`src/design/nme_ram.sv`:
```
// Generic simple dual-port RAM with registered read.
`default_nettype none
module nme_ram #(
    parameter int WIDTH = 8,
    parameter int DEPTH = 16
) (
    input  wire logic                     i_clk,
    input  wire logic                     i_we,
    input  wire logic [$clog2(DEPTH)-1:0] i_waddr,
    input  wire logic [WIDTH-1:0]         i_wdata,
    input  wire logic [$clog2(DEPTH)-1:0] i_raddr,
    output logic      [WIDTH-1:0]         o_rdata
);
    logic [WIDTH-1:0] r_mem [DEPTH];

    always_ff @(posedge i_clk) begin
        if (i_we) begin
            r_mem[i_waddr] <= i_wdata;
        end
        o_rdata <= r_mem[i_raddr];
    end
endmodule
`default_nettype wire

```
`config.mk`:
```
export PLATFORM = sky130hd
export DESIGN_NAME = nme_ram
export DESIGN_NICKNAME = d
export VERILOG_FILES = /design/src/design/nme_ram.sv
export SDC_FILE = /design/constraint.sdc
export NUM_CORES = 1
export LEC_CHECK = 0
export ABC_CLOCK_PERIOD_IN_PS = 2200
export BUFFER_PORTS_ARGS = -buffer_cell sky130_fd_sc_hd__buf_2
export CAP_MARGIN = 20
export CORE_MARGIN = 5
export CORE_UTILIZATION = 45
export DETAILED_ROUTE_END_ITERATION = 12
export GPL_TIMING_DRIVEN = 0
export PLACE_DENSITY = 0.69
export SYNTH_ARGS = -nofsm -noshare
export SYNTH_HDL_FRONTEND = slang
export SYNTH_SLANG_ARGS = --single-unit
```
`constraint.sdc`:
```
create_clock -name i_clk -period 2.2 [get_ports i_clk]
set_input_delay 0.22 -clock i_clk [delete_from_list [all_inputs] [get_ports i_clk]]
set_output_delay 0.22 -clock i_clk [all_outputs]
set_load 0.02 [all_outputs]
```
# Yosys cells after proc, flatten, opt, wreduce, memory -nomap -nowiden
# Memories as Yosys holds them, arrays and structs flattened. A register that Yosys moved wholly into a read port is not among the register bits.
# Index checks and enable logic that the tools add are counted.
# op_classes
mux	2
# ops
op	n
1-bit 2-to-1 mux	2
# word_totals
register_bits	0
ramBits	128
in_bits	18
out_inout_bits	8
wordCells	3
memories	1
# mem_list
memory	depth	word_bits	read_ports	rd_ports_with_merged_regs	write_ports	line	text
r_mem	16	8	1	1	1	14	logic [WIDTH-1:0] r_mem [DEPTH];

# Logic depth before layout (Yosys ltp)
# Gate-level depths: netlist of run 1.
# logic_depth
ltp_word	2
ltp_mapped	5
mapped_depth_nobuf	3

# Worst setup path before layout of run 1
# No wires, ideal clock.
# synth_path
path_type	input -> register
startpoint	input port i_waddr[2]
endpoint	memory r_mem[0][0] (enable)
setup_time_ns	0.383
t_arrival_ns	1.330
t_required_ns	1.817
slack_ns	0.487
stages	2
n_path_buf	0
path_cell_list	or3b_2 nor3_1
# synth_lines
item	line	text
start, declared	9	input wire logic [$clog2(DEPTH)-1:0] i_waddr,
end, declared	14	
# No word-level cell before the write port.

# Worst setup path after layout of run 1
# layout_path
startpoint	input port i_waddr[2]
endpoint	memory r_mem[0][6] (enable)
# No word-level cell before the write port.

==> out/metrics.yaml, run 1 <==
timing:
  max_freq_mhz: 616
  report.final.slew_viol_count: 0
  finalClockSkew_ns: 0.00542
  relSlewSlack_pct: 43.5
  setup_viol: 0
  final-hold-violation-count: 0
  rsz0062_at_grt: "no"
  fin_ws_ns: 0.577
  fin_crit_ns: 1.62
  worst_slew_pin_slew_ns: 0.844
  finalCritPeriodShare_pct: 73.8
cells_and_area:
  finalNonFillerCells: 432
  antenna_cells: 0
  syn_to_final_growth_pct: 17.7
  post-route-util_pct: 53.5
  finalNetCount: 294
  layout-drive-gt1-share_pct: 29.4
  design_area_um2: 6060
clock_network:
  cts_buffers: 17
  clock_latency_ns: 0.40
  cts.path.max_buffers: 2
  ctsResizeCount: 0
  numClockSinks: 136
  root_buffer: "clkbuf_16"
  clk_transition_reported_paths_ns: 0.06
  cts_setup_buffers: 0
  cts_tree: "yes"
  postCtsHoldBufs: 0
  h-tree-depth: 4
synth:
  avgSynthCellArea_um2: 22.5
  syn_inst: 229
  yosysWarnings: 0
  synthesis.area_um2: 5150
  synth.ff_latch_count: 136
  ys_types: 19
  synthTopCellsByArea: "edfxtp_1, mux4_2, mux4_1"
  synth_top_area_cell: "edfxtp_1"
  ys_seq_area_share_pct: 77.8
  synth_fp_nets: 247
  synth_top_area_share_pct: 74.7
route:
  wl_per_cell_um: 22.5
  drt-initial-drc-count: 206
  drc_errors: 0
  ant_nets: 0
  vias: 2408
  dr.pass1.iters: 4
  wirelength_mm: 9.71
  routed_via_density: 5.57
die:
  ios: 26
  die_w_um: 117
  initial_core_util_pct: 45.5
  die_area_um2: 13700
  core_um2: 11300
  die_h_um: 117
  rows: 39
status:
  status: "finished, final reports clean"
critical_path:
  required_ns: 2.31
  crit_type: "input pin to register"
  crit_path_max_fanout: 5
  cp-start-kind: "input pin"
  worstSetupEndpointType: "register"
  arrival_ns: 1.73
placed_design:
  dpl.hpwl_mm: 6.13
  place_ws_ns: 0.145
  post_dp_cell_area_um2: 5470
  gp_congestion: 0.720
  io_buffers: 24
  dpl.cell_count: 400
global_route:
  grt_first_pass_wirelength_mm: 14.6
  grt_pass1_vias: 2429
  antenna_found_initial: 0
  overflow: 0
  grt_max_degree: 17
  grt_use_total_pct: 15.5
pwr:
  finalPower_mw: 6.00
  p_per_area_nw_per_um2: 989
  power_leakage_nw: 2.03
  ir_worst_vdd_mv: 0.460
run:
  drv_cap: 0
worst_hold_path:
  hold_path_class: "input pin to register"
[critical path: stages]
cell	delay [ns]
buf_2	0.11
or3b_2	0.53
nor3_1	0.55
buf_2	0.31
[through the flow]
step | hold WS (ns) | TNS (ns)
after floorplan | 0.319 | 0
after global placement | 0.614 | -0.604
after detailed placement | 0.634 | 0
after CTS | 0.205 | 0
after global routing | 0.211 | 0
final | 0.206 | 0
[layout make-up]
type	count	area, um^2
sequential	136	4000
buffer	10	86.3
clock inverter	13	155
fill	869	5260
tap	143	179
multi-input combinational	83	1060
clock buffer	19	433
timing repair buffer	28	145
[final timing paths]
check,start,end,slack [ns],depth (start not counted)
worst max-delay path,i_waddr[2],r_mem[0][6],0.58,4
worst min register to register,r_mem[8][2],o_rdata[2],0.68,3
worst min-delay path,i_wdata[6],r_mem[5][6],0.21,1
worst max register to register,r_mem[14][7],o_rdata[7],0.79,3
[metal layers]
layer,vias up,track usage [%],wire length (um)
li1,1071,-,-
met1,1229,22.2,4170
met2,89,23.8,4680
met3,19,3.86,633
met4,0,4.82,222
met5,-,0,0
[cell usage in the layout, fill, tap and decap left out, drive strengths merged]
master / n
a22oi: 16
nand3: 1
bufinv: 3
clkinvlp: 4
nor3: 4
and2b: 1
nand2b: 2
buf: 35
and2: 1
clkdlybuf4s25: 3
nand2: 9
dfxtp: 8
clkinv: 6
clkbuf: 19
nand3b: 2
nor2b: 1
mux4: 32
or3b: 1
edfxtp: 128
nor2: 13
[cells in the mapped netlist]
cell             number
a22oi_1              16
and2_1                1
and2b_1               1
buf_2                 3
buf_4                 1
buf_6                 3
clkdlybuf4s25_2       3
dfxtp_1               8
edfxtp_1            128
mux4_1               14
mux4_2               18
nand2_1               9
nand2b_1              2
nand3_1               1
nand3b_1              2
nor2_1               13
nor2b_1               1
nor3_1                4
or3b_2                1
[cells by family after synthesis]
family                 Yosys count  synth area share [%]
AO/OA/AOI/OAI                   16                  2.33
buffers and inverters           10                  1.68
flip-flops                     136                  77.8
multiplexers                    32                  15.0
AND/OR/NAND/NOR                 35                  3.18
[report_power, final]
| group | switching (mW) | leakage [nW] | internal, mW |
|---|---|---|---|
| clock network | 1.02 | 0.274 | 1.77 |
| registers | 0.0130 | 1.22 | 2.90 |
| logic | 0.176 | 0.537 | 0.116 |
| total | 1.21 | 2.03 | 4.78 |
[state kept, by name, indices dropped and copies added, names as in the netlist]
signal,count
o_rdata,8
r_mem,128
Note: power is estimated with default switching activity, not from simulation.
==> run 2: changes to the inputs <==
--- a/config.mk
+++ b/config.mk
@@ -5,14 +5,15 @@
 export SDC_FILE = /design/constraint.sdc
 export NUM_CORES = 1
 export LEC_CHECK = 0
-export ABC_CLOCK_PERIOD_IN_PS = 2200
+export ABC_AREA = 1
+export ABC_CLOCK_PERIOD_IN_PS = 1600
 export BUFFER_PORTS_ARGS = -buffer_cell sky130_fd_sc_hd__buf_2
 export CAP_MARGIN = 20
 export CORE_MARGIN = 5
 export CORE_UTILIZATION = 45
 export DETAILED_ROUTE_END_ITERATION = 12
 export GPL_TIMING_DRIVEN = 0
-export PLACE_DENSITY = 0.69
+export PLACE_DENSITY = 0.68
 export SYNTH_ARGS = -nofsm -noshare
 export SYNTH_HDL_FRONTEND = slang
 export SYNTH_SLANG_ARGS = --single-unit
==> constraint.sdc (replaced) <==
create_clock -name i_clk -period 1.6 [get_ports i_clk]
set_input_delay 0.16 -clock i_clk [delete_from_list [all_inputs] [get_ports i_clk]]
set_output_delay 0.16 -clock i_clk [all_outputs]
set_load 0.02 [all_outputs]
==> out/metrics.yaml, run 2 <==
synth:
  ys_seq_area_share_pct: 69.4
  yosysWarnings: 0
  synth.ff_latch_count: 136
  synth_fp_nets: 569
  avgSynthCellArea_um2: 10.5
  synthTopCellsByArea: "edfxtp_1, nand2_1, nand3_1"
  ys_top_cells_by_count: "nand2_1, edfxtp_1, inv_1"
  synth_top_area_share_pct: 66.7
  ys_async_sr_fraction_pct: 0
  synth_edf_count: 128
  syn_inst: 551
  synth.most_common_cell: "nand2_1"
  synthFlopType: "edfxtp_1"
  synth_top_area_cell: "edfxtp_1"
  synthesis.area_um2: 5770
  ys_types: 12
cells_and_area:
  top_regs: "r_mem (128), o_rdata (8)"
  final_common_cell: "nand2_1"
  fill_cells: 1086
  top_register: "r_mem"
  largest_reg_flops: 128
  post-route-util_pct: 53.0
  antenna_cells: 0
  syn_to_final_growth_pct: 15.5
  finalNetCount: 610
  layout-drive-gt1-share_pct: 11.6
  mostFrequentLayoutCells: "nand2_1, edfxtp_1, inv_1, nand3_1, buf_2"
timing:
  fin_crit_ns: 1.33
  relSlewSlack_pct: 32.4
  finalClockSkew_ns: 0.0109
  rsz0062_at_grt: "no"
  max_freq_mhz: 751
  worst_slew_pin_slew_ns: 1.01
  final-hold-violation-count: 0
  finalCritPeriodShare_pct: 83.3
  report.final.slew_viol_count: 0
  setup_viol: 0
clock_network:
  cts_setup_buffers: 0
  root_buffer: "clkbuf_16"
  numClockSinks: 136
  cts_tree: "yes"
  clock_latency_ns: 0.42
  clk_transition_reported_paths_ns: 0.05
  postCtsHoldBufs: 0
  ctsResizeCount: 0
  cts.path.max_buffers: 2
  cts_buffers: 17
  h-tree-depth: 4
critical_path:
  path_cells: "buf_2 -> nand3b_1 -> nor2_1"
  required_ns: 1.63
  slowest_delay_ns: 0.82
  reg2reg_from: "r_mem[12][7]"
  startpoint: "i_waddr[3]"
  crit_type: "input pin to register"
  worstSetupEndpointType: "register"
  crit_path_max_fanout: 8
  critPathBufInv: 1
  cp-start-kind: "input pin"
  path_delay_family: "simple AND/OR/NAND/NOR gates"
  arrival_ns: 1.36
  crit_path_top_delay_cell: "nor2_1"
route:
  ant_nets: 0
  drt-initial-drc-count: 434
  vias: 3822
  dr.pass1.iters: 5
  routed_via_density: 4.92
  drc_errors: 0
  wl_per_cell_um: 17.5
  wirelength_mm: 13.6
global_route:
  overflow: 0
  grt_max_degree: 17
  grt_pass1_vias: 3736
  antenna_found_initial: 0
  grt_first_pass_wirelength_mm: 21.1
  grt_use_total_pct: 19.2
die:
  die_area_um2: 15200
  core_um2: 12600
  ios: 26
  initial_core_util_pct: 45.9
  die_h_um: 123
  die_w_um: 123
  rows: 41
pwr:
  power_leakage_nw: 2.88
  ir_worst_vdd_mv: 0.718
  finalPower_mw: 8.30
  p_per_area_nw_per_um2: 1250
worst_hold_path:
  min_from: "i_wdata[5]"
  hold_path_class: "input pin to register"
placed_design:
  dpl.hpwl_mm: 8.81
  gp_congestion: 0.937
  io_buffers: 22
run:
  drv_cap: 0
status:
  status: "finished, final reports clean"
## run 2: through the flow
step / hold WS [ns] / TNS (ns) / cell area (um^2) / instances / worst slack, ns
after CTS: 0.149 / 0 / 6660 / 777 / 0.273
final: 0.158 / 0 / 6660 / 777 / 0.268
after detailed placement: 0.576 / -3.15 / 6090 / 745 / -0.151
after global placement: 0.575 / -1.84 / 6090 / 745 / -0.117
after floorplan: 0.259 / 0 / 5770 / 551 / 0.489
after global routing: 0.154 / 0 / 6660 / 777 / 0.196
## run 2: power by group
group          internal (mW)  total (mW)  switching (mW)
clock                   2.41        3.76            1.35
sequential              3.99        4.00          0.0189
combinational          0.153       0.537           0.384
## run 2: worst reg2reg max path, stage by stage, from the launching register on
cell	delay, ns
edfxtp_1	0.36
inv_1	0.07
nand2_1	0.06
nand3_1	0.09
nand3_1	0.09
nand3_1	0.17
nand2_1	0.09
## run 2: area by class of cell
type,instances,area (um^2),area share [%]
timing repair buffer,22,110,1.65
clock inverter,12,133,1.99
tap,172,215,3.23
sequential,136,4000,60.1
inverter,102,383,5.75
multi-input combinational,289,1210,18.2
buffer,24,166,2.50
clock buffer,20,437,6.56
## run 2: kinds of logic (layout without fill, tap and decap cells)
kind of cell | after synthesis | in the layout | share of synthesized area, %
buffers and inverters | 126 | 180 | 9.52
DFF | 136 | 136 | 69.4
and+or+nand+nor | 289 | 289 | 21.0
## run 2: routing by layer
metal / global-route usage [%] / share of wire [%] / routed length [um]
met1: 26.5 / 42 / 5680
met4: 7.89 / 2.7 / 371
met3: 4.25 / 8.1 / 1100
met2: 29.7 / 47 / 6430
met5: 0 / 0 / 0
## run 2: path summary, 6_finish.rpt
kind,end,slack [ns],cells past startpoint
worst max-delay path,r_mem[7][7],0.27,3
worst min-delay path,r_mem[10][5],0.16,1
worst max register to register,o_rdata[7],0.55,6
worst min register to register,o_rdata[6],0.71,6
