**config.mk**
```make
export PLATFORM = sky130hd
export DESIGN_NAME = nme_modu
export DESIGN_NICKNAME = d
export VERILOG_FILES = /design/src/design/nme_pkg.sv /design/src/design/nme_modu.sv
export SDC_FILE = /design/constraint.sdc
export NUM_CORES = 1
export LEC_CHECK = 0
export BUFFER_PORTS_ARGS = -buffer_cell sky130_fd_sc_hd__buf_2
export CAP_MARGIN = 30
export CORE_UTILIZATION = 55
export CTS_CLUSTER_SIZE = 25
export DETAILED_ROUTE_END_ITERATION = 7
export GPL_ROUTABILITY_DRIVEN = 0
export PLACE_DENSITY_LB_ADDON = 0.3
export SETUP_SLACK_MARGIN = 0.15
export SLEW_MARGIN = 20
export SYNTH_ARGS = -nofsm -noshare
export SYNTH_HDL_FRONTEND = slang
export SYNTH_SLANG_ARGS = --single-unit
```
**constraint.sdc**
```tcl
create_clock -name i_clk -period 2.6 [get_ports i_clk]
set_clock_uncertainty 0.05 [all_clocks]
set_input_delay 0.13 -clock i_clk [delete_from_list [all_inputs] [get_ports i_clk]]
set_output_delay 0.13 -clock i_clk [all_outputs]
set_load 0.05 [all_outputs]
```
**src/design/nme_pkg.sv**
```systemverilog
// Shared constants, codes and the xorshift step for the netlist mutation engine.
`default_nettype none
package nme_pkg;
    localparam int MAX_GATES_DEF = 256;
    localparam int MAX_ROOTS_DEF = 8;

    localparam int DRAW_W = 31;
    localparam int STEP_W = $clog2(DRAW_W);

    localparam int ROLL_RANGE = 100;
    localparam int ADD_LIMIT  = 75;
    localparam int KIND_RANGE = 7;

    localparam logic [1:0] OP_CLEAR  = 2'd0;
    localparam logic [1:0] OP_MUTATE = 2'd1;
    localparam logic [1:0] OP_READ   = 2'd2;

    localparam logic [1:0] MK_ADDED   = 2'd0;
    localparam logic [1:0] MK_REMOVED = 2'd1;
    localparam logic [1:0] MK_FULL    = 2'd2;
    localparam logic [1:0] MK_NONE    = 2'd3;

    localparam logic [1:0] CFG_INPUT_COUNT = 2'd0;
    localparam logic [1:0] CFG_ROOT_COUNT  = 2'd1;
    localparam logic [1:0] CFG_PRNG_SEED   = 2'd2;

    function automatic logic [31:0] nme_xs(input logic [31:0] x);
        logic [31:0] y;
        y = x ^ (x << 13);
        y = y ^ (y >> 17);
        y = y ^ (y << 5);
        return y;
    endfunction
endpackage
`default_nettype wire

```
**src/design/nme_modu.sv**
```systemverilog
// Bit-serial restoring modulo unit: 31-bit draw modulo a narrow divisor.
`default_nettype none
module nme_modu import nme_pkg::*; #(
    parameter int DW = 9
) (
    input  wire logic              i_clk,
    input  wire logic              i_rst_n,
    input  wire logic              i_start,
    input  wire logic [DRAW_W-1:0] i_dividend,
    input  wire logic [DW-1:0]     i_divisor,
    output logic                   o_done,
    output logic      [DW-1:0]     o_rem
);
    logic              r_busy;
    logic [STEP_W-1:0] r_cnt;
    logic [DRAW_W-1:0] r_q;
    logic [DW-1:0]     r_d;
    logic [DW:0]       w_t;

    assign w_t = {o_rem, r_q[DRAW_W-1]};

    always_ff @(posedge i_clk) begin
        if (!i_rst_n) begin
            r_busy <= 1'b0;
            o_done <= 1'b0;
            r_cnt  <= '0;
        end else begin
            o_done <= 1'b0;
            if (i_start) begin
                r_busy <= 1'b1;
                r_cnt  <= STEP_W'(DRAW_W - 1);
                r_q    <= i_dividend;
                r_d    <= i_divisor;
                o_rem  <= '0;
            end else if (r_busy) begin
                r_q <= r_q << 1;
                if (w_t >= {1'b0, r_d}) begin
                    o_rem <= DW'(w_t - {1'b0, r_d});
                end else begin
                    o_rem <= w_t[DW-1:0];
                end
                if (r_cnt == '0) begin
                    r_busy <= 1'b0;
                    o_done <= 1'b1;
                end else begin
                    r_cnt <= r_cnt - 1'b1;
                end
            end
        end
    end
endmodule
`default_nettype wire

```
* Word-level counts from Yosys, hierarchy flattened
Cells that the tools add are included.
** Operators by class
- Equality and inequality tests :: 1
- Reductions and logical operators :: 8
- Muxes and demuxes :: 11
- Magnitude comparators :: 1
- Bitwise operators :: 3
- Add/sub/neg operators :: 2
** Operator list (count)
- 31-bit 2-to-1 mux :: 2
- 9-bit 2-to-1 mux :: 2
- 5-bit 2-to-1 mux :: 3
- 10-bit by 9-bit >= comparator with 1-bit output :: 1
- 9-bit subtractor :: 1
- 2-bit AND reduction :: 4
- 5-bit zero test :: 1
- 5-bit by 1-bit subtractor with 5-bit output (second input constant) :: 1
- 1-bit 2-to-1 mux :: 4
- 1-bit inverter :: 3
- 3-bit OR reduction :: 1
- 2-bit != test (second input constant) :: 1
- 2-bit nonzero test :: 1
- 2-bit OR reduction :: 1
** Storage, ports and cells
- Input bits :: 43
- Register bits :: 56
- Output and inout bits :: 10
- Logic and storage cells :: 33

* Longest topological paths before layout
Gate-level depths: netlist (run 1).
- Word-level depth :: 4
- Depth in mapped cells :: 9
- Gate-level depth less buffers :: 9

* Worst setup path after synthesis (run 1)
OpenSTA, ideal clock, no wires.
- Path kind :: reg2reg
- Start :: register o_rem[6]
- End :: register o_rem[6], data pin
- Clock period less this slack :: 2.681 ns
- Library setup time :: 0.190 ns
- Data arrival time :: 2.441 ns
- Path slack :: -0.081 ns
- Cell stages (with the launch flop) :: 7
- Required time :: 2.360 ns
- Path buffers :: 0
- Cell sequence :: edfxtp_1 ha_1 a21o_1 a211o_1 nor2_1 mux2_1 a2111oi_2
** On the way
- Cells in the longest elaborated chain, start to end :: 3
** RTL lines
- start: declaration :: line nme_modu.sv:12 : output logic [DW-1:0] o_rem
- start signal: assignment :: line nme_modu.sv:38 : o_rem <= DW'(w_t - {1'b0, r_d});
- start signal: assignment :: line nme_modu.sv:40 : o_rem <= w_t[DW-1:0];
- 10-bit by 9-bit >= comparator with 1-bit output :: line nme_modu.sv:37 : if (w_t >= {1'b0, r_d}) begin
- 9-bit 2-to-1 mux :: line nme_modu.sv:37
- 9-bit 2-to-1 mux :: line nme_modu.sv:35 : end else if (r_busy) begin
Every way passes these cells. The select of a mux whose other input is x is not followed.
A chain may end at the register's enable or synchronous reset.

* Final worst setup path (run 1)
- Start :: register r_q[30]
- End :: register o_rem[0], data pin
** On the way
- Cells in the longest elaborated chain, start to end :: 3
- Elaborated cells between the ends (all ways) :: 4
- Classes of those cells :: add/sub (1); order compare (1); mux (2)
** RTL lines
- start: declaration :: line nme_modu.sv:16 : logic [DRAW_W-1:0] r_q;
- start signal: assignment :: line nme_modu.sv:32 : r_q <= i_dividend;
- start signal: assignment :: line nme_modu.sv:36 : r_q <= r_q << 1;
- 9-bit subtractor or 10-bit by 9-bit >= comparator with 1-bit output (tied branches) :: line nme_modu.sv:38, nme_modu.sv:37
- 9-bit 2-to-1 mux * :: line nme_modu.sv:37
- 9-bit 2-to-1 mux * :: line nme_modu.sv:35
Mark *: on every way between the ends. The rest lies on a longest branch, timed or not. The select of a mux whose other input is x is not followed.

==> load_flow_metrics.sql, run 1 <==
INSERT INTO impl_metrics (metric_group, metric, value, unit) VALUES
('outcome', 'result_of_the_run', 'completed', ''),
('yosys', 'synth_area_leader_cell', 'sky130_fd_sc_hd__edfxtp_1', ''),
('pwr', 'fin_total_pwr', '2.15', 'mW'),
('pwr', 'ir_drop', '443', 'µV'),
('yosys', 'synth_area_per_cell', '13.4', 'µm²'),
('timing', 'post_layout_minimum_cycle_time', '2.42', 'ns'),
('finish', 'final_core_util', '0.724', ''),
('pwr', 'power.sequential.fraction', '0.509', ''),
('finish', 'final-instance-count-excl-fill', '347', ''),
('setup_path', 'cp.required', '2.70', 'ns'),
('place', 'dp_worst_setup_slack', '0.158', 'ns'),
('route', 'drt_pre_antenna_iters', '4', ''),
('route', 'dr.first_iter.drc_count', '103', ''),
('place', 'placed_area', '3160', 'µm²'),
('floorplanning', 'die_width', '73.2', 'µm'),
('hold_path', 'hp-start', 'i_dividend[10]', ''),
('setup_path', 'worstSetupEndpointType', 'flop', ''),
('timing', 'maxSlewHeadroom', '0.634', ''),
('timing', 'number_of_failing_setup_endpoints_in_the_final_timing_report', '0', ''),
('setup_path', 'worst-path-max-fanout', '4', ''),
('setup_path', 'timing.critical_path.from_type', 'flop', ''),
('pwr', 'internal_power', '1.58', 'mW'),
('timing', 'final_hold_viol_count', '0', ''),
('clock_network', 'clock_sink_count', '56', ''),
('setup_path', 'path_delay_family', 'compound AO/OA/AOI/OAI gates', ''),
('yosys', 'ys_top_cells_by_area', 'sky130_fd_sc_hd__edfxtp_1 (53%), sky130_fd_sc_hd__mux2_2 (12%), sky130_fd_sc_hd__dfxtp_1 (5.0%)', ''),
('place', 'post-place-cells', '324', ''),
('timing', 'holdWs', '0.0635', 'ns'),
('clock_network', 'clk_buf_depth', '2', ''),
('place', 'portBuffers', '52', ''),
('route', 'drt.antenna.violating_nets', '0', ''),
('flow_run', 'timing.max_cap.violations', '0', ''),
('finish', 'syn2layout_area_growth', '24.2', '%'),
('setup_path', 'critPathSlowestCell', 'sky130_fd_sc_hd__edfxtp_1', ''),
('timing', 'achievable-frequency', '413', 'MHz'),
('clock_network', 'cts_buf_count', '5', ''),
('timing', 'ratio_of_final_minimum_period_to_clock_period', '0.931', ''),
('grt', 'grt_first_pass_wirelength', '7820', 'µm'),
('route', 'detail_route.drc_violations', '0', ''),
('hold_path', 'hp-class', 'primary input to flop', ''),
('place', 'detailed_place_hpwl', '3590', 'µm'),
('timing', 'final.setup.tns', '0', 'ns'),
('floorplanning', 'die_area', '5360', 'µm²'),
('pwr', 'clockPowerShare', '0.258', ''),
('clock_network', 'worst_skew_pair_later_pin_latency', '0.31', 'ns'),
('setup_path', 'critical_path_buf_inv_count', '2', ''),
('yosys', 'synth.yosys.seq_area_share', '0.578', ''),
('setup_path', 'cp_common_cell', 'sky130_fd_sc_hd__inv_2', ''),
('setup_path', 'crit_chain', 'inv_2 -> ha_4 -> inv_2 -> fa_2 -> a211oi_4 -> o21ai_4 -> a211o_4 -> and2_0 -> a211oi_1', ''),
('timing', 'rsz0062_at_grt', 'true', ''),
('floorplanning', 'fp.dieH', '73.2', 'µm'),
('yosys', 'synth_seq_cells', '56', ''),
('timing', 'worst_pin_slew', '0.548', 'ns'),
('clock_network', 'clkSlewWorstSetupHoldPaths', '0.10', 'ns'),
('finish', 'layout-drive-gt1-share', '0.425', ''),
('route', 'route.detailed.vias_per_inst', '5.45', ''),
('floorplanning', 'floorplan.rows', '25', ''),
('setup_path', 'setup.worst_path.class', 'flop to flop', ''),
('yosys', 'synth-warning-count', '0', ''),
('grt', 'grt_overflow', '0', ''),
('floorplanning', 'effective_utilization_at_floorplan', '0.582', ''),
('floorplanning', 'core', '4790', 'µm²'),
('yosys', 'synth_fp_nets', '262', ''),
('floorplanning', 'num_io_pins', '53', ''),
('yosys', 'syn_area', '2790', 'µm²'),
('clock_network', 'clk_root_buffer_cell', 'sky130_fd_sc_hd__clkbuf_8', ''),
('finish', 'finalNetCount', '333', ''),
('pwr', 'p_sw', '0.571', 'mW'),
('yosys', 'synth_cell_type_count', '45', ''),
('setup_path', 'crit-reg2reg-launch', 'r_q[30]', ''),
('pwr', 'power.combinational.fraction', '0.233', '');
-- state kept, by name, indices dropped and copies added (netlist names) --
signal,count
r_d,9
o_done,1
r_cnt,5
r_q,31
o_rem,9
r_busy,1
-- path summary, 6_finish.rpt --
path | endpoint | slack, ns | cells past startpoint
setup reg to reg | o_rem[0] | 0.18 | 9
hold reg to reg | o_done | 0.45 | 1
hold / removal | r_q[10] | 0.06 | 2
setup / recovery | o_rem[0] | 0.18 | 9
-- layout make-up --
| cell class | count | area (µm²) |
|---|---|---|
| fill | 351 | 1320 |
| sequential | 56 | 1610 |
| timing repair buffer | 69 | 427 |
| clock buffer | 7 | 76.3 |
| tap | 67 | 83.8 |
| inverter | 14 | 52.6 |
| clock inverter | 1 | 30.0 |
| multi-input combinational | 133 | 1180 |
-- routing by layer --
metal	share of wire	up-vias	wire [µm]	global-route usage
met5	0	-	0	0
met4	0.022	0	117	0.102
met3	0.035	11	185	0.0497
met2	0.50	49	2600	0.324
met1	0.45	910	2340	0.249
li1	-	921	-	-
-- worst register-to-register path, cell delays in order (launching register included) --
cell	delay (ns)
sky130_fd_sc_hd__edfxtp_1	0.39
sky130_fd_sc_hd__inv_2	0.09
sky130_fd_sc_hd__ha_4	0.13
sky130_fd_sc_hd__inv_2	0.03
sky130_fd_sc_hd__fa_2	0.39
sky130_fd_sc_hd__a211oi_4	0.31
sky130_fd_sc_hd__o21ai_4	0.13
sky130_fd_sc_hd__a211o_4	0.37
sky130_fd_sc_hd__and2_0	0.16
sky130_fd_sc_hd__a211oi_1	0.20
-- synthesized netlist by cell type (all sizes together) --
library cell / number
edfxtp: 49
or4b: 1
nor2b: 1
xnor2: 2
o31ai: 1
mux2: 31
nand3b: 1
a22o: 1
buf: 3
a2111oi: 1
nand2b: 3
a21o: 2
xor2: 2
nand4: 2
o21ai: 8
nor4: 1
a21oi: 12
o211ai: 2
a211oi: 3
and2: 3
inv: 14
a21boi: 1
mux2i: 3
fa: 1
clkbuf: 2
nand2: 8
a211o: 3
o21a: 6
a31oi: 1
nor3: 6
and3: 2
or3b: 2
ha: 10
nor2: 10
dfxtp: 7
nand3: 3
-- timing repair --
item / in CTS / in global routing
endpoints found under the hold margin: 9 / 0
setup buffers: 2 / 4
hold buffers: 9 / 0
pin swaps: 1 / 8
endpoints found under the setup margin: 1 / 8
gates resized for setup: 0 / 12
-- cell usage in the layout (no fill, tap or decap), types with 2 or more instances in the layout --
cell type and count:
sky130_fd_sc_hd__a211o_1 2, sky130_fd_sc_hd__a211oi_4 2, sky130_fd_sc_hd__a21o_1 2, sky130_fd_sc_hd__a21oi_1 12
sky130_fd_sc_hd__and2_1 2, sky130_fd_sc_hd__and3_2 2, sky130_fd_sc_hd__buf_2 52, sky130_fd_sc_hd__buf_4 6
sky130_fd_sc_hd__clkbuf_1 2, sky130_fd_sc_hd__clkbuf_8 5, sky130_fd_sc_hd__dfxtp_1 7, sky130_fd_sc_hd__dlygate4sd3_1 9
sky130_fd_sc_hd__edfxtp_1 49, sky130_fd_sc_hd__ha_1 5, sky130_fd_sc_hd__ha_4 4, sky130_fd_sc_hd__inv_1 12
sky130_fd_sc_hd__inv_2 2, sky130_fd_sc_hd__mux2_2 30, sky130_fd_sc_hd__mux2i_1 3, sky130_fd_sc_hd__nand2_1 8
sky130_fd_sc_hd__nand2b_1 3, sky130_fd_sc_hd__nand3_1 2, sky130_fd_sc_hd__nand4_1 2, sky130_fd_sc_hd__nor2_1 9
sky130_fd_sc_hd__nor3_1 5, sky130_fd_sc_hd__o21a_1 5, sky130_fd_sc_hd__o21ai_0 7, sky130_fd_sc_hd__or3b_2 2
sky130_fd_sc_hd__xnor2_1 2, sky130_fd_sc_hd__xor2_1 2
-- logic make-up after synthesis --
| group | count (synthesis) | synth area share |
|---|---|---|
| muxes | 34 | 0.136 |
| xor gates and xnor gates | 4 | 0.0126 |
| buffers and inverters | 19 | 0.0256 |
| DFF | 56 | 0.578 |
| adders and majority gates | 11 | 0.0521 |
| AOI/OAI and AO/OA | 41 | 0.109 |
| and+or+nand+nor | 43 | 0.0866 |
-- power groups by stage --
stage | combinational, mW | clock (mW) | sequential, mW
finish | 0.501 | 0.556 | 1.09
detailed placement | 0.445 | 0 | 1.11
CTS | 0.466 | 0.567 | 1.09
global route | 0.539 | 0.594 | 1.10
global placement | 0.435 | 0 | 1.11
floorplan | 0.291 | 0 | 1.15
No activity file was read; power rests on OpenSTA's default activity.
==> run 2: changes to the inputs <==
--- a/config.mk
+++ b/config.mk
@@ -5,9 +5,11 @@
 export SDC_FILE = /design/constraint.sdc
 export NUM_CORES = 1
 export LEC_CHECK = 0
+export ABC_AREA = 1
 export BUFFER_PORTS_ARGS = -buffer_cell sky130_fd_sc_hd__buf_2
 export CAP_MARGIN = 30
-export CORE_UTILIZATION = 55
+export CORE_ASPECT_RATIO = 0.75
+export CORE_UTILIZATION = 56
 export CTS_CLUSTER_SIZE = 25
 export DETAILED_ROUTE_END_ITERATION = 7
 export GPL_ROUTABILITY_DRIVEN = 0
==> run 2 against run 1 <==
Power decreased by 3.0%; hold slack got worse by 0.037 ns; global-route usage up 2.7 points; synthesized cell count up 65%; fmax is 14% higher; non-clock buffer count shrank 5; core utilization fell by 2.2 points; clock power shrank 10%; critical path depth grew 2; die area is 3.7% higher; count of clock-buffer cells in the layout is 2 lower; largest power group unchanged.
==> load_flow_metrics.sql, run 2 <==
INSERT INTO impl_metrics (metric_group, metric, value, unit) VALUES
('outcome', 'result_of_the_run', 'completed', ''),
('pwr', 'ir_drop', '325', 'µV'),
('pwr', 'p_sw', '0.652', 'mW'),
('clock_network', 'cts_buf_count', '5', ''),
('route', 'detailroute.via_count', '2329', ''),
('route', 'dr.first_iter.drc_count', '146', ''),
('finish', 'finalNetCount', '461', ''),
('floorplanning', 'die_width', '85.7', 'µm'),
('finish', 'largest_register_ffs', '31', ''),
('pwr', 'total_leakage_power', '1.75', 'nW'),
('grt', 'gr-usage-met3', '0.0497', ''),
('yosys', 'synth_cell_type_count', '25', ''),
('route', 'route.detailed.vias_per_inst', '4.85', ''),
('grt', 'grt_start_max_net_pins', '45', ''),
('timing', 'post_layout_minimum_cycle_time', '2.13', 'ns'),
('clock_network', 'clkSlewWorstSetupHoldPaths', '0.11', 'ns'),
('route', 'drt.antenna.violating_nets', '0', ''),
('timing', 'ratio_of_final_minimum_period_to_clock_period', '0.820', ''),
('finish', 'syn2layout_area_growth', '18.7', '%'),
('timing', 'timing.final.max_slew_violations', '0', ''),
('yosys', 'synth_area_leader_cell', 'sky130_fd_sc_hd__edfxtp_1', ''),
('pwr', 'power.combinational.fraction', '0.237', ''),
('grt', 'grtUsageMet1', '0.305', ''),
('yosys', 'syn_area', '2950', 'µm²'),
('yosys', 'synth_async_sr_flop_share', '0', ''),
('timing', 'achievable-frequency', '469', 'MHz'),
('finish', 'largestRegisters', 'r_q (31), o_rem (9), r_d (9)', ''),
('timing', 'worst_pin_slew', '0.448', 'ns'),
('yosys', 'ys_top_cells_by_area', 'sky130_fd_sc_hd__edfxtp_1 (50%), sky130_fd_sc_hd__nand2_1 (19%), sky130_fd_sc_hd__inv_1 (6.0%)', ''),
('finish', 'final_common_cell', 'sky130_fd_sc_hd__nand2_1', ''),
('clock_network', 'clk_buf_depth', '2', ''),
('floorplanning', 'die_area', '5560', 'µm²'),
('clock_network', 'cts_setup_buffers', '0', ''),
('pwr', 'power.switching_fraction', '0.313', ''),
('floorplanning', 'core', '4980', 'µm²'),
('finish', 'num_antenna_cells', '0', ''),
('yosys', 'synth_fp_nets', '398', ''),
('yosys', 'synth_enable_flop_cells', '49', ''),
('timing', 'rsz0062_at_grt', 'false', ''),
('route', 'wirelength', '5890', 'µm'),
('pwr', 'power.density', '597', 'nW/µm²'),
('floorplanning', 'fp.dieH', '64.8', 'µm'),
('finish', 'layout-drive-gt1-share', '0.196', ''),
('yosys', 'postSynth.topFlopCell', 'sky130_fd_sc_hd__edfxtp_1', ''),
('place', 'detailed_place_hpwl', '4310', 'µm'),
('clock_network', 'clk_root_buffer_cell', 'sky130_fd_sc_hd__clkbuf_8', ''),
('route', 'drt_pre_antenna_iters', '4', ''),
('setup_path', 'timing.critical_path.from_type', 'flop', ''),
('hold_path', 'hp-class', 'primary input to flop', ''),
('setup_path', 'worst-path-max-fanout', '4', ''),
('place', 'post-place-cells', '463', ''),
('timing', 'maxSlewHeadroom', '0.700', ''),
('route', 'detail_route.drc_violations', '0', ''),
('clock_network', 'worst_skew_pair_later_pin_latency', '0.31', 'ns'),
('timing', 'final.setup.tns', '0', 'ns'),
('finish', 'most-common-layout-cells', 'sky130_fd_sc_hd__nand2_1 (148), sky130_fd_sc_hd__buf_2 (52), sky130_fd_sc_hd__edfxtp_1 (49)', ''),
('yosys', 'synth-warning-count', '0', ''),
('grt', 'track_usage', '0.228', ''),
('grt', 'grt_overflow', '0', ''),
('yosys', 'syn_inst', '344', ''),
('grt', 'grt_pass1_vias', '2230', ''),
('floorplanning', 'floorplan.rows', '22', ''),
('yosys', 'synth_seq_cells', '56', ''),
('clock_network', 'clock_sink_count', '56', ''),
('yosys', 'synth.yosys.seq_area_share', '0.547', ''),
('setup_path', 'crit_arrival', '2.25', 'ns'),
('pwr', 'internal_power', '1.43', 'mW'),
('timing', 'final_hold_viol_count', '0', ''),
('finish', 'final-instance-count-excl-fill', '480', ''),
('route', 'route.detailed.wl_per_inst', '12.3', 'µm'),
('setup_path', 'cp.required', '2.72', 'ns'),
('clock_network', 'tritoncts', 'yes', ''),
('grt', 'grt_most_used_layer', 'met2', ''),
('pwr', 'clockPowerShare', '0.239', ''),
('setup_path', 'regToRegSetupSlack', '0.47', 'ns'),
('floorplanning', 'effective_utilization_at_floorplan', '0.591', ''),
('floorplanning', 'num_io_pins', '53', ''),
('place', 'portBuffers', '52', ''),
('finish', 'largest_register', 'r_q', ''),
('setup_path', 'setup.worst_path.class', 'flop to flop', ''),
('grt', 'antenna_violations_before_repair', '0', ''),
('grt', 'grt_util_met2', '0.382', ''),
('setup_path', 'worstSetupEndpointType', 'flop', ''),
('grt', 'grt_first_pass_wirelength', '9740', 'µm'),
('clock_network', 'clock_tree.htree_level_count', '2', ''),
('yosys', 'yosysMostFrequentCell', 'sky130_fd_sc_hd__nand2_1', ''),
('flow_run', 'timing.max_cap.violations', '0', ''),
('yosys', 'synth_area_per_cell', '8.56', 'µm²'),
('yosys', 'synthTopCellsByCount', 'sky130_fd_sc_hd__nand2_1 (148), sky130_fd_sc_hd__edfxtp_1 (49), sky130_fd_sc_hd__inv_1 (47)', ''),
('pwr', 'power.sequential.fraction', '0.525', ''),
('yosys', 'synth_top_cell_area_share', '0.500', ''),
('timing', 'number_of_failing_setup_endpoints_in_the_final_timing_report', '0', '');
## run 2: kinds of logic after synthesis
group	share of synthesized area
adder cells (fa/ha/maj)	0.0493
XOR/XNOR	0.00892
AO/OA/AOI/OAI	0.0212
buffers and inverters	0.0731
flip-flops	0.547
AND/OR/NAND/NOR	0.300
## run 2: final cells by class
class	instances	area [µm²]
fillers	402	1490
clock buffers	5	68.8
well taps	72	90.1
clock inverters	3	26.3
repair buffers	64	385
inverters	49	184
flip-flops and latches	56	1610
multi-input cells	231	1130
## run 2: through the flow
| step | hold WS (ns) | instance area, µm² | power (mW) | worst slack, ns | utilization |
|---|---|---|---|---|---|
| final | 0.0268 | 3500 | 2.09 | 0.469 | 0.702 |
| after floorplan | 0.178 | 2950 | 1.46 | 0.387 | - |
| after global placement | 0.258 | 3310 | 1.57 | 0.633 | 0.664 |
| after global routing | 0.0262 | 3500 | 2.20 | 0.322 | 0.702 |
| after CTS | 0.0212 | 3500 | 2.10 | 0.477 | 0.702 |
| after detailed placement | 0.258 | 3310 | 1.59 | 0.525 | 0.664 |
## run 2: worst paths after layout
kind,end,cells after the start,startpoint
min reg2reg,r_cnt[2],2,r_cnt[2]
min,r_q[0],3,i_dividend[0]
max,o_rem[4],11,r_q[30]
max reg2reg,o_rem[4],11,r_q[30]
## run 2: timing repair
action / in CTS / in global routing
hold buffers: 9 / 0
gates resized for setup: 0 / 0
endpoints found under the hold margin: 9 / 0
## run 2: power by group through the flow
stage	clock network (mW)	logic [mW]	registers (mW)
5_1_grt	0.545	0.551	1.10
3_3_place_gp	0	0.463	1.11
2_1_floorplan	0	0.305	1.15
6_report	0.498	0.494	1.09
3_5_place_dp	0	0.479	1.11
4_1_cts	0.511	0.493	1.09
## run 2: worst max-delay path: stages, from the launching register on
cell                       delay, ns
sky130_fd_sc_hd__edfxtp_1       0.41
sky130_fd_sc_hd__inv_1          0.07
sky130_fd_sc_hd__ha_1           0.13
sky130_fd_sc_hd__inv_1          0.06
sky130_fd_sc_hd__fa_1           0.40
sky130_fd_sc_hd__nand2_1        0.10
sky130_fd_sc_hd__nand2_2        0.08
sky130_fd_sc_hd__nand3_2        0.08
sky130_fd_sc_hd__nand2_2        0.09
sky130_fd_sc_hd__a21oi_1        0.30
sky130_fd_sc_hd__nor2_1         0.10
sky130_fd_sc_hd__nor2_1         0.12
## run 2: metal layers
layer / wire, µm / up-vias
met1: 2780 / 1040
met4: 36 / 0
met3: 352 / 4
li1: - / 1210
met2: 2730 / 75
met5: 0 / -
==> run 3: changes to the inputs <==
--- a/config.mk
+++ b/config.mk
@@ -9,7 +9,7 @@
 export BUFFER_PORTS_ARGS = -buffer_cell sky130_fd_sc_hd__buf_2
 export CAP_MARGIN = 30
 export CORE_ASPECT_RATIO = 0.75
-export CORE_UTILIZATION = 56
+export CORE_UTILIZATION = 50
 export CTS_CLUSTER_SIZE = 25
 export DETAILED_ROUTE_END_ITERATION = 7
 export GPL_ROUTABILITY_DRIVEN = 0
==> constraint.sdc (replaced) <==
create_clock -name i_clk -period 1.9 [get_ports i_clk]
set_clock_uncertainty 0.05 [all_clocks]
set_input_delay 0.095 -clock i_clk [delete_from_list [all_inputs] [get_ports i_clk]]
set_output_delay 0.095 -clock i_clk [all_outputs]
set_load 0.05 [all_outputs]
==> run 3 against run 2 <==
The flow now finishes with violations (negative setup slack); clock power up 57%; combinational power up 71%; global-route usage down 0.11 points; power up 50%; design area up 12%; hold slack worse by 0.018 ns; critical path type unchanged; routed wire length up 12%; critical path depth up 1; critical endpoint is now o_rem[1]; count of clock-buffer cells in the layout up 1; sequential power up 38%; fmax up 7.7%; core utilization up 0.97 points; largest cell class unchanged.
==> load_flow_metrics.sql, run 3 (synthesized netlist as in run 2, its figures left out) <==
INSERT INTO impl_metrics (metric_group, metric, value, unit) VALUES
('timing', 'rsz0062_at_grt', 'true', ''),
('clock_network', 'clock_tree.htree_level_count', '2', ''),
('finish', 'most-common-layout-cells', 'sky130_fd_sc_hd__nand2_1 (147), sky130_fd_sc_hd__buf_2 (52), sky130_fd_sc_hd__edfxtp_1 (49)', ''),
('setup_path', 'crit_arrival', '2.02', 'ns'),
('clock_network', 'clk_root_buffer_cell', 'sky130_fd_sc_hd__clkbuf_8', ''),
('setup_path', 'critical_path_buf_inv_count', '2', ''),
('finish', 'num_antenna_cells', '0', ''),
('setup_path', 'path_delay_family', 'simple AND/OR/NAND/NOR gates', ''),
('floorplanning', 'floorplan.rows', '23', ''),
('clock_network', 'tritoncts', 'yes', ''),
('place', 'dp_worst_setup_slack', '-0.172', 'ns'),
('floorplanning', 'die_width', '90.6', 'µm'),
('route', 'drt.antenna.violating_nets', '0', ''),
('setup_path', 'worst-path-max-fanout', '8', ''),
('finish', 'largestRegisters', 'r_q (31), o_rem (9), r_d (9)', ''),
('timing', 'final_hold_viol_count', '0', ''),
('finish', 'final_core_util', '0.711', ''),
('floorplanning', 'die_area', '6200', 'µm²'),
('hold_path', 'hp-class', 'primary input to flop', ''),
('timing', 'post-route-worst-setup-slack', '-0.0795', 'ns'),
('route', 'wirelength', '6600', 'µm'),
('pwr', 'power.density', '800', 'nW/µm²'),
('setup_path', 'timing.critical_path.from_type', 'flop', ''),
('pwr', 'total_leakage_power', '1.87', 'nW'),
('clock_network', 'cts_buf_count', '5', ''),
('clock_network', 'worst_skew_pair_later_pin_latency', '0.31', 'ns'),
('grt', 'grt_overflow', '0', ''),
('grt', 'grt_pass1_vias', '2344', ''),
('finish', 'syn2layout_area_growth', '32.8', '%'),
('timing', 'timing.final.max_slew_violations', '0', ''),
('grt', 'grt_start_max_net_pins', '45', ''),
('route', 'route.detailed.wl_per_inst', '12.9', 'µm'),
('route', 'detail_route.drc_violations', '0', ''),
('floorplanning', 'num_io_pins', '53', ''),
('timing', 'number_of_failing_setup_endpoints_in_the_final_timing_report', '9', ''),
('route', 'detailroute.via_count', '2508', ''),
('place', 'portBuffers', '52', ''),
('route', 'route.detailed.vias_per_inst', '4.92', ''),
('route', 'route.met2.wl', '3210', 'µm'),
('clock_network', 'clk_buf_depth', '2', ''),
('finish', 'finalNetCount', '488', ''),
('route', 'drt_pre_antenna_iters', '5', ''),
('route', 'met3RoutedLength', '330', 'µm'),
('grt', 'antenna_violations_before_repair', '0', ''),
('finish', 'largest_register', 'r_q', ''),
('setup_path', 'worstSetupEndpointType', 'flop', ''),
('flow_run', 'timing.max_cap.violations', '0', ''),
('outcome', 'failed_checks', 'negative setup slack', ''),
('place', 'detailed_place_hpwl', '4290', 'µm'),
('timing', 'achievable-frequency', '505', 'MHz'),
('setup_path', 'critPathSlowestCell', 'sky130_fd_sc_hd__edfxtp_1', ''),
('route', 'dr.first_iter.drc_count', '204', ''),
('floorplanning', 'effective_utilization_at_floorplan', '0.536', ''),
('clock_network', 'clock_sink_count', '56', ''),
('finish', 'layout-drive-gt1-share', '0.264', ''),
('timing', 'worst_pin_slew', '0.440', 'ns'),
('setup_path', 'setup.worst_path.class', 'flop to flop', ''),
('route', 'maxUsedRoutingLayer', 'met4', ''),
('floorplanning', 'fp.dieH', '68.5', 'µm'),
('finish', 'fillers', '414', ''),
('setup_path', 'critPathMaxStageDelay', '0.40', 'ns'),
('pwr', 'ir_drop', '522', 'µV'),
('clock_network', 'clkSlewWorstSetupHoldPaths', '0.10', 'ns'),
('grt', 'track_usage', '0.226', ''),
('finish', 'largest_register_ffs', '31', ''),
('finish', 'final_common_cell', 'sky130_fd_sc_hd__nand2_1', ''),
('floorplanning', 'core', '5500', 'µm²'),
('route', 'detail_route.wirelength.met1', '2960', 'µm'),
('timing', 'maxSlewHeadroom', '0.707', ''),
('setup_path', 'cp.required', '1.94', 'ns'),
('outcome', 'result_of_the_run', 'finished, violations left', ''),
('timing', 'ratio_of_final_minimum_period_to_clock_period', '1.04', ''),
('grt', 'grt_first_pass_wirelength', '10600', 'µm'),
('timing', 'post_layout_minimum_cycle_time', '1.98', 'ns'),
('setup_path', 'crit_chain', 'inv_1 -> ha_2 -> inv_2 -> fa_2 -> nand2_2 -> nand2_4 -> nand3_4 -> nand2_4 -> nand2_8 -> nand2_8 -> nor2_4 -> nor2_1', '');
-- run 3: final timing paths --
| check | endpoint | slack, ns | cells after the start | start |
|---|---|---|---|---|
| setup / recovery | o_rem[1] | -0.08 | 12 | r_q[30] |
| hold / removal | r_q[8] | 0.009 | 3 | i_dividend[8] |
| setup reg to reg | o_rem[1] | -0.08 | 12 | r_q[30] |
| hold reg to reg | r_cnt[2] | 0.45 | 2 | r_cnt[2] |
-- run 3: area by class of cell --
class,count,area [µm²],share of cell area
clock inverters,2,35.0,0.00896
repair buffers,91,614,0.157
multi-input cells,231,1300,0.332
flip-flops and latches,56,1610,0.412
clock buffers,6,72.6,0.0186
well taps,75,93.8,0.0240
inverters,49,184,0.0470
-- run 3: worst reg2reg max path, cell delays in order (launching register included) --
cell and delay, ns:
sky130_fd_sc_hd__edfxtp_1 0.40, sky130_fd_sc_hd__inv_1 0.07, sky130_fd_sc_hd__ha_2 0.16, sky130_fd_sc_hd__inv_2 0.04
sky130_fd_sc_hd__fa_2 0.36, sky130_fd_sc_hd__nand2_2 0.09, sky130_fd_sc_hd__nand2_4 0.07, sky130_fd_sc_hd__nand3_4 0.08
sky130_fd_sc_hd__nand2_4 0.09, sky130_fd_sc_hd__nand2_8 0.10, sky130_fd_sc_hd__nand2_8 0.08, sky130_fd_sc_hd__nor2_4 0.12
sky130_fd_sc_hd__nor2_1 0.05
-- run 3: stage by stage --
step | power [mW] | std cells | area [µm²] | hold slack, ns | TNS, ns
floorplan | 2.04 | 344 | 3060 | 0.143 | -0.206
detailed placement | 2.23 | 470 | 3430 | 0.224 | -1.10
global placement | 2.21 | 470 | 3430 | 0.221 | -0.205
finish | 3.13 | 510 | 3910 | 0.00913 | -0.484
CTS | 3.08 | 505 | 3840 | 0.00194 | -0.280
global route | 3.27 | 510 | 3910 | 0.00421 | -1.19
-- run 3: per-layer routing --
metal / vias to the layer above / track usage
li1: 1260 / -
met1: 1155 / 0.289
met2: 83 / 0.392
met3: 10 / 0.0400
met4: 0 / 0.0907
met5: - / 0
-- run 3: report_power, final --
| part | leakage, nW | switching [mW] | internal, mW | total, mW |
|---|---|---|---|---|
| sequential | 0.529 | 0.0483 | 1.45 | 1.50 |
| clock | 0.0552 | 0.391 | 0.392 | 0.783 |
| combinational | 1.28 | 0.504 | 0.338 | 0.843 |
| total | 1.87 | 0.943 | 2.18 | 3.13 |
-- run 3: what timing repair did --
| action | CTS | global route |
|---|---|---|
| setup buffers | 5 | 4 |
| hold buffers | 22 | 1 |
| gates resized for setup | 11 | 8 |
| pin swaps | 8 | 1 |
| setup endpoints to repair | 9 | 9 |
| hold endpoints to repair | 22 | 1 |
